`src/rcp_pkg.sv`:
```
// Package for the roaring container planner: field widths, saturation limits,
// container kind codes, configuration indexes and the shared record types.
// No dependencies.
package rcp_pkg;

	localparam int MEMBER_W = 64;
	localparam int HIGH_W = 32;
	localparam int CKEY_W = 16;
	localparam int LOW_W = 16;
	localparam int COUNT_W = 17;
	localparam int RUNS_W = 16;
	localparam int SIZE_W = 18;
	localparam int PAYLOAD_W = 14;
	localparam int BLOB_W = 30;
	localparam int TOTAL_W = 48;
	localparam int ALIM_W = 17;
	localparam int RTL_W = 18;
	localparam int CFG_DATA_W = 18;
	localparam int OUT_DATA_W = 192;
	localparam int OUT_USER_W = 3;

	localparam logic [COUNT_W-1:0] MAX_COUNT = '1;
	localparam logic [RUNS_W-1:0] MAX_RUNS = '1;
	localparam logic [BLOB_W-1:0] MAX_BLOB = '1;
	localparam logic [TOTAL_W-1:0] MAX_TOTAL = '1;
	localparam logic [PAYLOAD_W-1:0] MAX_PAYLOAD = '1;

	localparam logic [TOTAL_W-1:0] TOTAL_RESET = 48'd8;
	localparam logic [ALIM_W-1:0] ALIM_RESET = 17'd4096;
	localparam logic [RTL_W-1:0] RTL_RESET = 18'd8224;
	localparam logic [SIZE_W-1:0] BITMAP_BYTES = 18'd8192;

	typedef enum logic [1:0] {
		KIND_ARRAY = 2'd0,
		KIND_BITMAP = 2'd1,
		KIND_RUN = 2'd2
	} kind_t;

	typedef enum logic {
		CFG_ARRAY_LIMIT = 1'b0,
		CFG_RUN_TIE_LIMIT = 1'b1
	} cfg_index_t;

	typedef struct packed {
		logic [HIGH_W-1:0] high;
		logic [CKEY_W-1:0] ckey;
		logic [COUNT_W-1:0] count;
		logic [RUNS_W-1:0] runs;
	} cont_t;

	typedef struct packed {
		logic [COUNT_W-1:0] count;
		logic [BLOB_W-1:0] bodies;
		logic has_runs;
	} grp_t;

	typedef struct packed {
		logic [HIGH_W-1:0] group_key;
		logic [CKEY_W-1:0] cont_key;
		logic [COUNT_W-1:0] member_count;
		logic [RUNS_W-1:0] run_total;
		kind_t container_kind;
		logic [PAYLOAD_W-1:0] payload_bytes;
		logic group_closed;
		logic [COUNT_W-1:0] group_containers;
		logic group_runs_present;
		logic [BLOB_W-1:0] group_blob_bytes;
		logic [TOTAL_W-1:0] running_body_length;
		logic end_of_burst;
	} result_t;

endpackage

```
`src/rcp_closer.sv`:
```
// Container close logic: picks the container kind and body size, folds the
// body into the group totals and, when the group ends, works out its blob size.
// Depends on rcp_pkg.
module rcp_closer
	import rcp_pkg::*;
(
	input  cont_t                 cont,
	input  grp_t                  grp,
	input  logic [TOTAL_W-1:0]    total,
	input  logic [ALIM_W-1:0]     array_limit,
	input  logic [RTL_W-1:0]      run_tie_limit,
	input  logic                  group_close,
	output result_t               res,
	output grp_t                  grp_next,
	output logic [TOTAL_W-1:0]    total_next
);

	logic [SIZE_W-1:0] as_run;
	logic [SIZE_W-1:0] as_arr;
	logic [SIZE_W-1:0] size;
	kind_t kind;
	logic [COUNT_W-1:0] cnt;
	logic has_runs;
	logic [BLOB_W:0] bodies_sum;
	logic [BLOB_W-1:0] bodies;
	logic [COUNT_W+1:0] cnt4;
	logic [COUNT_W:0] run_map;
	logic [31:0] blob_sum;
	logic [BLOB_W-1:0] blob;
	logic [TOTAL_W:0] total_sum;
	logic [TOTAL_W-1:0] total_closed;

	always_comb begin
		as_run = SIZE_W'(2) + {cont.runs, 2'b00};
		as_arr = {cont.count, 1'b0};
		if ((as_run < run_tie_limit) && (as_run < as_arr)) begin
			kind = KIND_RUN;
			size = as_run;
		end else if (cont.count <= array_limit) begin
			kind = KIND_ARRAY;
			size = as_arr;
		end else begin
			kind = KIND_BITMAP;
			size = BITMAP_BYTES;
		end

		cnt = (grp.count == MAX_COUNT) ? grp.count : grp.count + COUNT_W'(1);
		has_runs = grp.has_runs || (kind == KIND_RUN);
		bodies_sum = {1'b0, grp.bodies} + (BLOB_W+1)'(size);
		bodies = bodies_sum[BLOB_W] ? MAX_BLOB : bodies_sum[BLOB_W-1:0];

		cnt4 = {cnt, 2'b00};
		run_map = ({1'b0, cnt} + (COUNT_W+1)'(7)) >> 3;
		blob_sum = (has_runs ? 32'd4 : 32'd8) + 32'(cnt4) + 32'(bodies);
		if (has_runs) begin
			blob_sum = blob_sum + 32'(run_map);
		end
		if (!has_runs || (cnt >= COUNT_W'(4))) begin
			blob_sum = blob_sum + 32'(cnt4);
		end
		blob = (blob_sum > 32'(MAX_BLOB)) ? MAX_BLOB : blob_sum[BLOB_W-1:0];

		total_sum = {1'b0, total} + (TOTAL_W+1)'(4) + (TOTAL_W+1)'(blob);
		total_closed = total_sum[TOTAL_W] ? MAX_TOTAL : total_sum[TOTAL_W-1:0];

		if (group_close) begin
			grp_next = '0;
			total_next = total_closed;
		end else begin
			grp_next.count = cnt;
			grp_next.bodies = bodies;
			grp_next.has_runs = has_runs;
			total_next = total;
		end

		res.group_key = cont.high;
		res.cont_key = cont.ckey;
		res.member_count = cont.count;
		res.run_total = cont.runs;
		res.container_kind = kind;
		res.payload_bytes = (size > SIZE_W'(MAX_PAYLOAD)) ? MAX_PAYLOAD
			: size[PAYLOAD_W-1:0];
		res.group_closed = group_close;
		res.group_containers = group_close ? cnt : '0;
		res.group_runs_present = group_close && has_runs;
		res.group_blob_bytes = group_close ? blob : '0;
		res.running_body_length = total_next;
		res.end_of_burst = 1'b0;
	end

endmodule

```
`src/rcp_out_queue.sv`:
```
// Two-entry result queue between the planner and the output stream, so a new
// item is taken while an earlier result waits. Depends on rcp_pkg.
module rcp_out_queue
	import rcp_pkg::*;
(
	input  logic    clk,
	input  logic    arst_n,
	input  logic    push,
	input  result_t push_item,
	output logic    push_ready,
	output logic    pop_valid,
	output result_t pop_item,
	input  logic    pop
);

	result_t entry_q [2];
	logic wr_ptr_q;
	logic rd_ptr_q;
	logic [1:0] fill_q;
	logic do_push;
	logic do_pop;

	assign pop_valid = (fill_q != 2'd0);
	assign push_ready = (fill_q != 2'd2) || pop;
	assign do_pop = pop && pop_valid;
	assign do_push = push && push_ready;
	assign pop_item = entry_q[rd_ptr_q];

	always_ff @(posedge clk) begin
		if (do_push) begin
			entry_q[wr_ptr_q] <= push_item;
		end
	end

	always_ff @(posedge clk or negedge arst_n) begin
		if (!arst_n) begin
			wr_ptr_q <= 1'b0;
			rd_ptr_q <= 1'b0;
			fill_q <= 2'd0;
		end else begin
			if (do_push) begin
				wr_ptr_q <= !wr_ptr_q;
			end
			if (do_pop) begin
				rd_ptr_q <= !rd_ptr_q;
			end
			case ({do_push, do_pop})
				2'b10: fill_q <= fill_q + 2'd1;
				2'b01: fill_q <= fill_q - 2'd1;
				default: fill_q <= fill_q;
			endcase
		end
	end

endmodule

```
`src/roaring_container_planner.sv`:
```
// Top level of the roaring container planner: input register, open container
// and group state, configuration registers. Depends on rcp_pkg, rcp_closer and
// rcp_out_queue.
//
// Members arrive in ascending order, one item per cycle while s_tready is high,
// with tlast on the last member of the set. A member that stays in the open
// container is taken every cycle. Each closed container gives one result item,
// written through a single close unit into a two-entry result queue; an item
// that closes the open container and ends the set waits in the input register
// for its own result. tlast marks the last result caused by an item, and tuser
// holds the container kind and the group-closed flag. Configuration holds its
// value across sets. The user must write it while the block is idle (unchecked).
module roaring_container_planner
	import rcp_pkg::*;
(
	input  logic                     clk,
	input  logic                     arst_n,
	input  logic                     cfg_we,
	input  logic                     cfg_index,
	input  logic [CFG_DATA_W-1:0]    cfg_data,
	input  logic                     s_tvalid,
	output logic                     s_tready,
	// s_tdata: member [63:0]
	input  logic [MEMBER_W-1:0]      s_tdata,
	input  logic                     s_tlast,
	output logic                     m_tvalid,
	input  logic                     m_tready,
	// m_tdata: group_key [31:0], cont_key [47:32], member_count [64:48],
	// run_total [80:65], payload_bytes [94:81], group_containers [111:95],
	// group_runs_present [112], group_blob_bytes [142:113],
	// running_body_length [190:143], zero [191]
	output logic [OUT_DATA_W-1:0]    m_tdata,
	// m_tuser: container_kind [1:0], group_closed [2]
	output logic [OUT_USER_W-1:0]    m_tuser,
	output logic                     m_tlast
);

	logic valid_s1;
	logic [MEMBER_W-1:0] member_s1;
	logic final_s1;

	logic [ALIM_W-1:0] array_limit_q;
	logic [RTL_W-1:0] run_tie_limit_q;

	logic active_q;
	cont_t open_q;
	logic [LOW_W-1:0] prior_low_q;
	grp_t grp_q;
	logic [TOTAL_W-1:0] total_q;

	logic [HIGH_W-1:0] in_high;
	logic [CKEY_W-1:0] in_ckey;
	logic [LOW_W-1:0] in_low;
	logic high_differs;
	logic differ;
	cont_t merged;
	cont_t close_cont;
	logic close_group;
	logic emit;
	logic fire;
	logic consume;
	result_t close_res;
	result_t push_item;
	grp_t grp_next;
	logic [TOTAL_W-1:0] total_next;
	logic push_ready;
	logic pop_valid;
	result_t pop_item;

	assign in_high = member_s1[63:32];
	assign in_ckey = member_s1[31:16];
	assign in_low = member_s1[15:0];

	always_comb begin
		high_differs = (in_high != open_q.high);
		differ = active_q && (high_differs || (in_ckey != open_q.ckey));

		merged.high = in_high;
		merged.ckey = in_ckey;
		if (active_q) begin
			merged.count = (open_q.count == MAX_COUNT) ? open_q.count
				: open_q.count + COUNT_W'(1);
			if (({1'b0, in_low} != ({1'b0, prior_low_q} + 17'd1))
				&& (open_q.runs != MAX_RUNS)) begin
				merged.runs = open_q.runs + RUNS_W'(1);
			end else begin
				merged.runs = open_q.runs;
			end
		end else begin
			merged.count = COUNT_W'(1);
			merged.runs = RUNS_W'(1);
		end

		close_cont = differ ? open_q : merged;
		close_group = differ ? high_differs : 1'b1;

		emit = valid_s1 && (differ || final_s1);
		fire = valid_s1 && (!emit || push_ready);
		consume = fire && !(differ && final_s1);

		push_item = close_res;
		push_item.end_of_burst = !(differ && final_s1);
	end

	assign s_tready = !valid_s1 || consume;

	rcp_closer u_closer (
		.cont          (close_cont),
		.grp           (grp_q),
		.total         (total_q),
		.array_limit   (array_limit_q),
		.run_tie_limit (run_tie_limit_q),
		.group_close   (close_group),
		.res           (close_res),
		.grp_next      (grp_next),
		.total_next    (total_next)
	);

	rcp_out_queue u_out_queue (
		.clk        (clk),
		.arst_n     (arst_n),
		.push       (emit && fire),
		.push_item  (push_item),
		.push_ready (push_ready),
		.pop_valid  (pop_valid),
		.pop_item   (pop_item),
		.pop        (m_tready)
	);

	assign m_tvalid = pop_valid;
	assign m_tlast = pop_item.end_of_burst;
	assign m_tuser = {pop_item.group_closed, pop_item.container_kind};
	assign m_tdata = {1'b0,
		pop_item.running_body_length,
		pop_item.group_blob_bytes,
		pop_item.group_runs_present,
		pop_item.group_containers,
		pop_item.payload_bytes,
		pop_item.run_total,
		pop_item.member_count,
		pop_item.cont_key,
		pop_item.group_key};

	always_ff @(posedge clk) begin
		if (s_tvalid && s_tready) begin
			member_s1 <= s_tdata;
			final_s1 <= s_tlast;
		end
	end

	always_ff @(posedge clk or negedge arst_n) begin
		if (!arst_n) begin
			valid_s1 <= 1'b0;
		end else if (s_tready) begin
			valid_s1 <= s_tvalid;
		end
	end

	always_ff @(posedge clk or negedge arst_n) begin
		if (!arst_n) begin
			array_limit_q <= ALIM_RESET;
			run_tie_limit_q <= RTL_RESET;
		end else if (cfg_we) begin
			case (cfg_index_t'(cfg_index))
				CFG_ARRAY_LIMIT: array_limit_q <= cfg_data[ALIM_W-1:0];
				CFG_RUN_TIE_LIMIT: run_tie_limit_q <= cfg_data[RTL_W-1:0];
				default: array_limit_q <= array_limit_q;
			endcase
		end
	end

	always_ff @(posedge clk or negedge arst_n) begin
		if (!arst_n) begin
			active_q <= 1'b0;
			open_q <= '0;
			prior_low_q <= '0;
			grp_q <= '0;
			total_q <= TOTAL_RESET;
		end else if (fire) begin
			if (differ) begin
				grp_q <= grp_next;
				total_q <= total_next;
				if (final_s1) begin
					active_q <= 1'b0;
				end else begin
					active_q <= 1'b1;
					open_q.high <= in_high;
					open_q.ckey <= in_ckey;
					open_q.count <= COUNT_W'(1);
					open_q.runs <= RUNS_W'(1);
					prior_low_q <= in_low;
				end
			end else if (final_s1) begin
				active_q <= 1'b0;
				open_q <= '0;
				prior_low_q <= '0;
				grp_q <= '0;
				total_q <= TOTAL_RESET;
			end else begin
				active_q <= 1'b1;
				open_q <= merged;
				prior_low_q <= in_low;
			end
		end
	end

endmodule
```
`config.mk`:
```
export PLATFORM = sky130hd
export DESIGN_NAME = roaring_container_planner
export DESIGN_NICKNAME = d
export VERILOG_FILES = /design/src/rcp_pkg.sv /design/src/rcp_closer.sv /design/src/rcp_out_queue.sv /design/src/roaring_container_planner.sv
export SDC_FILE = /design/constraint.sdc
export NUM_CORES = 1
export LEC_CHECK = 0
export BUFFER_PORTS_ARGS = -buffer_cell sky130_fd_sc_hd__clkbuf_2
export CORE_MARGIN = 3
export CORE_UTILIZATION = 57
export CTS_BUF_LIST = sky130_fd_sc_hd__clkbuf_4
export DETAILED_ROUTE_END_ITERATION = 16
export PLACE_DENSITY = 0.79
export RECOVER_POWER = 50
export SLEW_MARGIN = 30
export SYNTH_ARGS = -nofsm -noshare
export SYNTH_HDL_FRONTEND = slang
export SYNTH_SLANG_ARGS = --single-unit
```
`constraint.sdc`:
```
create_clock -name clk -period 16.95 [get_ports clk]
set_input_delay 3.39 -clock clk [delete_from_list [all_inputs] [get_ports clk]]
set_output_delay 3.39 -clock clk [all_outputs]
set_load 0.05 [all_outputs]
```
==> reports/summary.txt <==
status: complete, but fails checks
failing checks: max-capacitance violations, max-slew violations
Synth cell types: 97
crit-path max cell delay: 0.62 ns
Total GRT Usage: 0.278
die height: 265 um
Rel. slew slack: -3.17
Ports: 287
later-pin clock latency in the skew report: 1.07 ns
clock buffer depth: 3
Root Driver: clkbuf_4
Worst Tran Pin Value: 6.25 ns
max-slew violation count: 582
clock transition at the registers of the reported paths: 0.07 ns
P per Cell Area: 149 nW/um^2
nets: 4,165
leading post-synthesis cells by cell area: edfxtp_1 36%, dfrtp_1 15%, mux2_2 6.5%, ha_1 6.3%, nand2_1 4.0%
initial core utilization: 0.579
Reg power frac: 0.391
Util after Layout: 0.658
H-tree Lvls: 4
area delta synth->final: 13.5%
FF-to-FF End: total_q[11]
drt pass-1 iters: 8
VDD IR max: 0.000148 V
Final Hold Fails: 0
share of layout cells above drive strength 1: 0.228
Final Hold Slack: 0.477 ns
Yosys top cell by area: edfxtp_1
predominant post-synthesis flop cell: edfxtp_1
clock share of power: 0.226
startpoint types: register
register area share after synthesis: 0.510
mean number of vias per cell: 6.04
antenna violation net count after detailed routing: 0
setup TNS: 0 ns
CP endpoint: total_q[11]
Die X: 265 um
Synth top area share: 0.357
initial antenna violation count: 5
Fmax achieved: 62.1 MHz
switch share: 0.420
worst-path fanout max: 18
total grt overflow: 0
worst min-delay path class: register to register
final setup vio count: 0
Worst R2R Path Depth: 73
Mapped Area: 38,300 um^2
Num CTS Buffers: 177
cts hold-fix bufs: 0
Buffers on Ports: 285
DR iter-0 viols: 2,716
RePlAce Congestion: 0.967
routed len/inst: 20.3 um
worst r2r src: member_s1[63]
Clock Skew: 0.113 ns
DRC: 0
cells after synthesis: 3,466
HPWL after DPL: 68,700 um
combinational share of power: 0.383
CP max-delay cell: o21ai_0
Synth top cells by count: 455 x edfxtp_1, 411 x nand2_1, 230 x dfrtp_1, 220 x mux2_2, 194 x ha_1
crit path time final: 16.11 ns
FFs w/ async S/R, synth: 0.340
syn_nets: 3,756
core area: 66,100 um^2
flop2flop setup slack: 0.84 ns
most frequent cell after synthesis: edfxtp_1
first-pass GRT wire length: 156,000 um
via count: 29,600
Max-cap violations: 11
Clock Sinks: 689
die area: 70,300 um^2
fin crit share: 0.951
EDFF count, synth: 455
switching power: 2.72 mW
WP data required: 17.85 ns
Post-Route WL: 99,100 um
Synth Warn #: 0
num rows: 94
largest net degree at the start of global routing: 111
Crit Path Class: register to register
CP Capture Type: register
CTS tree: done
vias in the first global route: 29,000
syn_area_per_cell: 11.0 um^2
leakage: 19.0 nW
number of synthesized register bits: 689
critical path data arrival time: 17.01 ns
Worst Setup SP: member_s1[63]
Internal Power: 3.76 mW
-- kinds of logic after synthesis --
group,after synthesis,synth area share
other,1,0.0000979
and+or+nand+nor,1008,0.127
DFF,689,0.510
buffers and inverters,277,0.0281
muxes,234,0.0684
xor gates and xnor gates,222,0.0508
adders and majority gates,201,0.0671
AOI/OAI and AO/OA,834,0.149
-- how the worst min path moves through the flow --
stage	slack, ns	to	from	cells past startpoint
5_1_grt	0.52	u_out_queue.fill_q[1]	u_out_queue.fill_q[1]	1
3_5_place_dp	0.47	u_out_queue.fill_q[1]	u_out_queue.fill_q[1]	1
3_3_place_gp	0.47	u_out_queue.fill_q[1]	u_out_queue.fill_q[1]	1
4_1_cts	0.48	u_out_queue.fill_q[1]	u_out_queue.fill_q[1]	1
6_report	0.48	u_out_queue.fill_q[1]	u_out_queue.fill_q[1]	1
2_1_floorplan	0.45	u_out_queue.fill_q[1]	u_out_queue.fill_q[1]	1
-- cell usage in the layout, fill, tap and decap left out, types with 9 or more instances in the layout --
cell type,n
clkbuf_1,37
nand4_1,73
nor3_1,45
and4_1,17
and2_1,25
o21ai_1,9
o211ai_1,23
ha_1,194
o21ai_0,184
nor4_1,17
nand3_1,70
nand2b_1,25
mux2_2,220
a21o_1,66
a31oi_1,16
a211oi_1,22
and3_1,31
clkbuf_2,269
dfrtp_1,228
a22o_1,124
nor2_1,177
a21oi_1,166
nor2b_1,22
inv_1,118
or3_1,30
clkbuf_4,263
mux2i_1,14
o31ai_1,47
xor2_1,81
o21a_1,24
buf_4,74
edfxtp_1,455
o22ai_1,9
o22a_1,30
nand2_1,409
xnor2_1,141
clkinv_1,42
o21bai_1,15
-- repair_timing --
action | CTS | global route
setup endpoints to repair | 68 | 144
resized for setup | 2 | 29
setup buffers | 0 | 6
cloned | 0 | 1
pin swaps | 0 | 4
-- final cells by class --
class	count	area, um^2
clock inverter	63	395
tap	864	1080
timing repair buffer	386	2170
multi-input combinational	2501	17900
inverter	120	450
clock buffer	263	1970
fill	5130	22600
antenna	4	10.0
sequential	689	19500
-- worst max-delay path: cells and delay by family (launching register included) --
family / cells / cell delay (ns)
AO/OA/AOI/OAI: 34 / 6.98
flip-flops: 1 / 0.45
AND/OR/NAND/NOR: 18 / 3.30
buffers and inverters: 9 / 1.65
XOR/XNOR: 3 / 0.61
adder cells (fa/ha/maj): 9 / 2.91
-- power groups by stage --
stage / Sequential, mW / Clock [mW] / Combinational [mW]
floorplan: 2.55 / 0 / 1.89
global placement: 2.55 / 0 / 2.43
detailed placement: 2.55 / 0 / 2.49
CTS: 2.52 / 1.50 / 2.50
global route: 2.58 / 1.59 / 2.62
finish: 2.53 / 1.47 / 2.48
-- state kept, by name (all words and copies together), names as in the netlist --
register and count:
array_limit_q 17, u_out_queue.fill_q 2, open_q 81, final_s1 1
run_tie_limit_q 18, u_out_queue.rd_ptr_q 1, member_s1 64, prior_low_q 16
valid_s1 1, active_q 1, total_q 48, u_out_queue.wr_ptr_q 1
grp_q 48, u_out_queue.entry_q 390
-- metal layers --
layer	routed length [um]	GRT usage	vias up
li1	-	-	13900
met1	41900	0.368	14300
met4	3520	0.118	2
met5	13	0	-
met3	6190	0.0510	211
met2	47500	0.454	1142
-- through the flow --
stage | worst slack, ns | instance area [um^2] | total power [mW] | std cells
floorplan | 1.19 | 38300 | 4.44 | 3466
global placement | 0.389 | 41000 | 4.97 | 4548
detailed placement | -0.0660 | 41100 | 5.04 | 4551
CTS | 0.0175 | 43400 | 6.53 | 4877
global route | -0.0332 | 43500 | 6.79 | 4890
finish | 0.838 | 43500 | 6.48 | 4890
Power figures use the tool's default switching activity.
